[src/sv/spq_pkg.sv]
`timescale 1ns / 1ps

package spq_pkg;

	localparam int VALUE_W  = 32;
	localparam int COUNT_W  = 7;
	localparam int STATUS_W = 2;

	// Request kinds carried on s_tuser
	localparam logic CMD_ENQ = 1'b0;
	localparam logic CMD_DEQ = 1'b1;

	// Result status carried on m_tuser
	localparam logic [STATUS_W-1:0] STATUS_DONE  = 2'd0;
	localparam logic [STATUS_W-1:0] STATUS_FULL  = 2'd1;
	localparam logic [STATUS_W-1:0] STATUS_EMPTY = 2'd2;

	// Broadcast from the top level to every cell
	typedef struct packed {
		logic                      en;    // a change happens this cycle
		logic                      deq;   // shift toward the head
		logic signed [VALUE_W-1:0] value; // value to insert
	} cell_ctl_t;

endpackage

[src/sv/spq_cell.sv]
`timescale 1ns / 1ps

module spq_cell (
	input  logic                              clk,
	input  spq_pkg::cell_ctl_t                ctl,
	input  logic                              valid,
	input  logic                              left_valid,
	input  logic                              left_gt,
	input  logic signed [spq_pkg::VALUE_W-1:0] left_value,
	input  logic signed [spq_pkg::VALUE_W-1:0] right_value,
	output logic                              gt,
	output logic signed [spq_pkg::VALUE_W-1:0] value,
	output logic signed [spq_pkg::VALUE_W-1:0] value_next
);

	logic signed [spq_pkg::VALUE_W-1:0] value_q;

	// Flag an entry that must make room for the new value
	assign gt = valid && (value_q > ctl.value);

	// Pick the next content: hold, take right, take left or take the new value
	always_comb begin
		value_next = value_q;
		if (ctl.en) begin
			if (ctl.deq) begin
				value_next = right_value;
			end else if (left_gt) begin
				value_next = left_value;
			end else if (gt || (!valid && left_valid)) begin
				value_next = ctl.value;
			end
		end
	end

	always_ff @(posedge clk) begin
		value_q <= value_next;
	end

	assign value = value_q;

endmodule

[config.mk]
export PLATFORM = sky130hd
export DESIGN_NAME = spq_cell
export DESIGN_NICKNAME = d
export VERILOG_FILES = /design/src/sv/spq_pkg.sv /design/src/sv/spq_cell.sv
export SDC_FILE = /design/constraint.sdc
export NUM_CORES = 1
export LEC_CHECK = 0
export BUFFER_PORTS_ARGS = -buffer_cell sky130_fd_sc_hd__buf_4
export CAP_MARGIN = 20
export CORE_AREA = 2 2 76 85
export CTS_CLUSTER_DIAMETER = 120
export CTS_CLUSTER_SIZE = 25
export DETAILED_ROUTE_END_ITERATION = 7
export DIE_AREA = 0 0 78 87
export PLACE_DENSITY_LB_ADDON = 0.05
export SLEW_MARGIN = 20
export SYNTH_ARGS = -nofsm -noshare
export SYNTH_HDL_FRONTEND = slang
export SYNTH_SLANG_ARGS = --single-unit
[constraint.sdc]
create_clock -name clk -period 4.1 [get_ports clk]
set_input_delay 0.82 -clock clk [delete_from_list [all_inputs] [get_ports clk]]
set_output_delay 0.82 -clock clk [all_outputs]
set_load 0.05 [all_outputs]
* Word level (Yosys, flattened, before mapping)
Index checks and enable logic that the tools add are counted.
Storage, ports and cells: input port bits 102, register bits after elaboration 32
Cells by class: $lt $le $gt $ge 1, mux-type cells 4, reduce and logical (&&, ||, !) cells 4
Operator list (number):
- $mux W32 | 4
- $gt A32 B32 Y1 | 1
- $logic_and A1 B1 Y1 | 2
- $logic_not A1 Y1 | 1
- $logic_or A1 B1 Y1 | 1

* Logic depth before layout (Yosys ltp)
depth in word-level cells 7, depth in mapped cells 10, depth with buffers taken out 9

* Worst setup path before layout
No wires, ideal clock.
path type in2out, from input ctl[14] in the netlist's numbering, to output value_next[10] in the netlist's numbering, buffers on the path 1, path slack -0.343 ns, stages on the path 10, data required time 3.280 ns, arrival 3.623 ns, path through inv_1 ha_1 nand4_1 or2_1 a211oi_2 o41ai_2 a211oi_2 o211a_2 buf_4 a221o_1
Between the ends: longest elaborated chain between the ends 7
RTL lines:
- from (decl) | line spq_cell.sv:5 | input spq_pkg::cell_ctl_t ctl,
- $gt A32 B32 Y1 | line spq_cell.sv:19 | assign gt = valid && (value_q > ctl.value);
- $logic_and A1 B1 Y1 | line spq_cell.sv:19
- net gt | line spq_cell.sv:11 | output logic gt,
- $logic_or A1 B1 Y1 | line spq_cell.sv:29 | end else if (gt || (!valid && left_valid)) begin
- $mux W32 | line spq_cell.sv:29
- $mux W32 | line spq_cell.sv:27 | end else if (left_gt) begin
- $mux W32 | line spq_cell.sv:25 | if (ctl.deq) begin
- $mux W32 | line spq_cell.sv:24 | if (ctl.en) begin
- to (decl) | line spq_cell.sv:13 | output logic signed [spq_pkg::VALUE_W-1:0] value_next
The timed path passes the listed nets, and every way through them passes these cells.

* Worst setup path in the final report
from input ctl[15] in the netlist's numbering, to output value_next[6] in the netlist's numbering
Between the ends: longest elaborated chain between the ends 7
RTL lines (line):
- $gt A32 B32 Y1 | spq_cell.sv:19
- $logic_and A1 B1 Y1 | spq_cell.sv:19
- $logic_or A1 B1 Y1 | spq_cell.sv:29
- $mux W32 | spq_cell.sv:29
- $mux W32 | spq_cell.sv:27
- $mux W32 | spq_cell.sv:25
- $mux W32 | spq_cell.sv:24
No other way between the ends.

==> reports/qor.yml <==
worstHoldStart: "value[29]"
grt_max_degree: 37
endpoint_kind: "primary output"
drtPass1Iterations: 4
root_buffer: "clkbuf_8"
overflow: 0
rsz0062_at_grt: "yes"
final_nets: 574
synth.largest_area_cell: "dfxtp_1"
synth_edf_count: 0
final_hold_viol_count: 0
async_flop_share: 0
fp-row-count: 30
clk_latency_ns: 0.30
avgSynthCellArea_um2: 8.97
period_minus_slack_ns: 4.01
crit_top_cell: "o41ai_4"
drv_slew: 0
wl_um: 8230
hold_class: "reg -> reg"
vias_per_cell: 5.30
yosys_warnings: 0
power_w: 0.00163
worstPathRequired_ns: 3.28
clock_sink_count: 32
syn_inst: 268
wl_per_cell_um: 15.8
cp_slowest_cell: "a221o_2"
setup_viol: 0
antenna_found_initial: 0
fin_crit_sh: 0.978
cts_tree: "built"
grt_pass1_wl_um: 12600
ir_worst_vdd_mv: 0.234
layout-drive-gt1-share: 0.599
place_area_um2: 3830
synth.top_cell.area_share: 0.267
die_h_um: 87
area_growth_pct: 82.1
portBuffers: 166
synth_seq_cells: 32
cts_buffer_depth: 2
reg2reg_from: "value[15]"
path_delay_family: "compound AO/OA/AOI/OAI gates"
fill_cells: 485
dieArea_um2: 6790
largest_reg_flops: 32
power_density_nw_per_um2: 372
stdcell_area_um2: 4380
antenna_cells: 0
final_antenna_net_count: 0
setup_tns_ns: 0
core_region_area_um2: 6010
crit_path_cell_trace: "buf_6, inv_2, ha_4, nand4_1, or2_1, a211oi_2, o41ai_4, a211oi_4, o41ai_4, clkbuf_16, a221o_2, buf_8"
utilization: 0.729
slew_headroom: 0.644
worst_setup_path_start_kind: "input pin"
critPathArrivalTime_ns: 3.19
drc_errors: 0
max_stage_delay_ns: 0.37
ios: 167
multi_input_area_um2: 1880
drt-initial-drc-count: 65
finalClockSkew_ns: 0.00847
crit_start: "ctl[15]"
synthTopCellsByArea: "dfxtp_1 27%, ha_1 17%, a221o_1 13%"
path_max_fanout: 7
die_x_um: 78
cts_htree_levels: 2
ys.flop_type: "dfxtp_1"
place_congestion: 0.728
ctsHoldBuffers: 0
first_global_vias: 2692
cts-buffers-inserted: 5
crit_type: "in -> out"
grt_use_total: 0.231
status: "complete, no violations"
regArea_um2: 641
yosysSeqAreaShare: 0.267
path_buf_inv: 4
yosys.cell_types.count: 30
drv_cap: 0
worst_pin_slew_ns: 0.532
initial_core_util: 0.400
via_count: 2763
leakage_nw: 2.08
synth_fp_nets: 402
fmax_mhz: 249
clk_pin_slew_worst_paths_ns: 0.07
synthesis.area_um2: 2400
dpl.hpwl_um: 6080
where the power goes:
group / internal, W / switching, W / leakage (nW)
combinational: 0.000381 / 0.000565 / 1.76
sequential: 0.000360 / 0.0000570 / 0.269
clock: 0.000134 / 0.000130 / 0.0510
per-layer routing:
metal / up-vias / part of all wire / global-route usage
li1: 1366 / - / -
met1: 1287 / 0.40 / 0.261
met2: 102 / 0.51 / 0.425
met3: 8 / 0.076 / 0.0674
met4: 0 / 0.013 / 0.0622
met5: - / 0 / 0
area by class of cell:
cell class / count / share of cell area
Tap cell: 80 / 0.0229
Inverter: 33 / 0.0317
Clock inverter: 2 / 0.00229
Timing Repair Buffer: 181 / 0.349
Clock buffer: 6 / 0.0189
Multi-Input combinational cell: 187 / 0.429
Sequential cell: 32 / 0.146
worst paths after layout:
check / end / slack (ns) / cells past startpoint
setup / recovery: value_next[6] / 0.09 / 12
hold / removal: value[29] / 0.54 / 1
setup reg to reg: value[0] / 1.41 / 10
hold reg to reg: value[29] / 0.54 / 1
cell usage after synthesis, drive strengths merged (3+ instances only):
master  instances
a221o          32
o21ai           4
nand4           8
dfxtp          32
inv            33
nor2b          34
nand3           4
ha             32
buf             7
nand2           9
a21oi          14
a22oi          32
a21o            3
clkbuf          9
cells by family (layout without fill, tap and decap cells):
logic type,count (synthesis),count (layout),share of synthesized area
flip-flops,32,32,0.267
AO/OA/AOI/OAI,92,92,0.318
adder cells (fa/ha/maj),32,32,0.167
AND/OR/NAND/NOR,63,63,0.159
buffers and inverters,49,222,0.0906
stage by stage:
step                      cells  hold WS [ns]  setup WS [ns]
final                       521         0.543         0.0885
after global routing        521         0.571        -0.0174
after CTS                   517         0.552        0.00578
after detailed placement    507         0.531        -0.0539
after global placement      507         0.528        -0.0104
after floorplan             268          1.12        0.00852
cell usage in the layout (no fill, tap or decap), types with 3 or more instances in the layout:
cell,n
nand2_1,9
clkbuf_8,6
a22oi_1,32
buf_4,154
nor2b_1,32
o21ai_0,3
buf_12,4
nand3_1,4
inv_1,21
buf_6,17
ha_1,14
nand4_1,7
inv_4,6
inv_2,6
a21oi_1,12
ha_4,18
dfxtp_1,32
a21o_1,3
buf_8,5
a221o_2,31
repair_timing:
action | 4_1_cts | 5_1_grt
pin swaps | 6 | 11
gates resized for setup | 3 | 69
setup buffers | 2 | 3
setup endpoints to repair | 32 | 32
gates cloned | 0 | 1
Power figures use the tool's default switching activity.
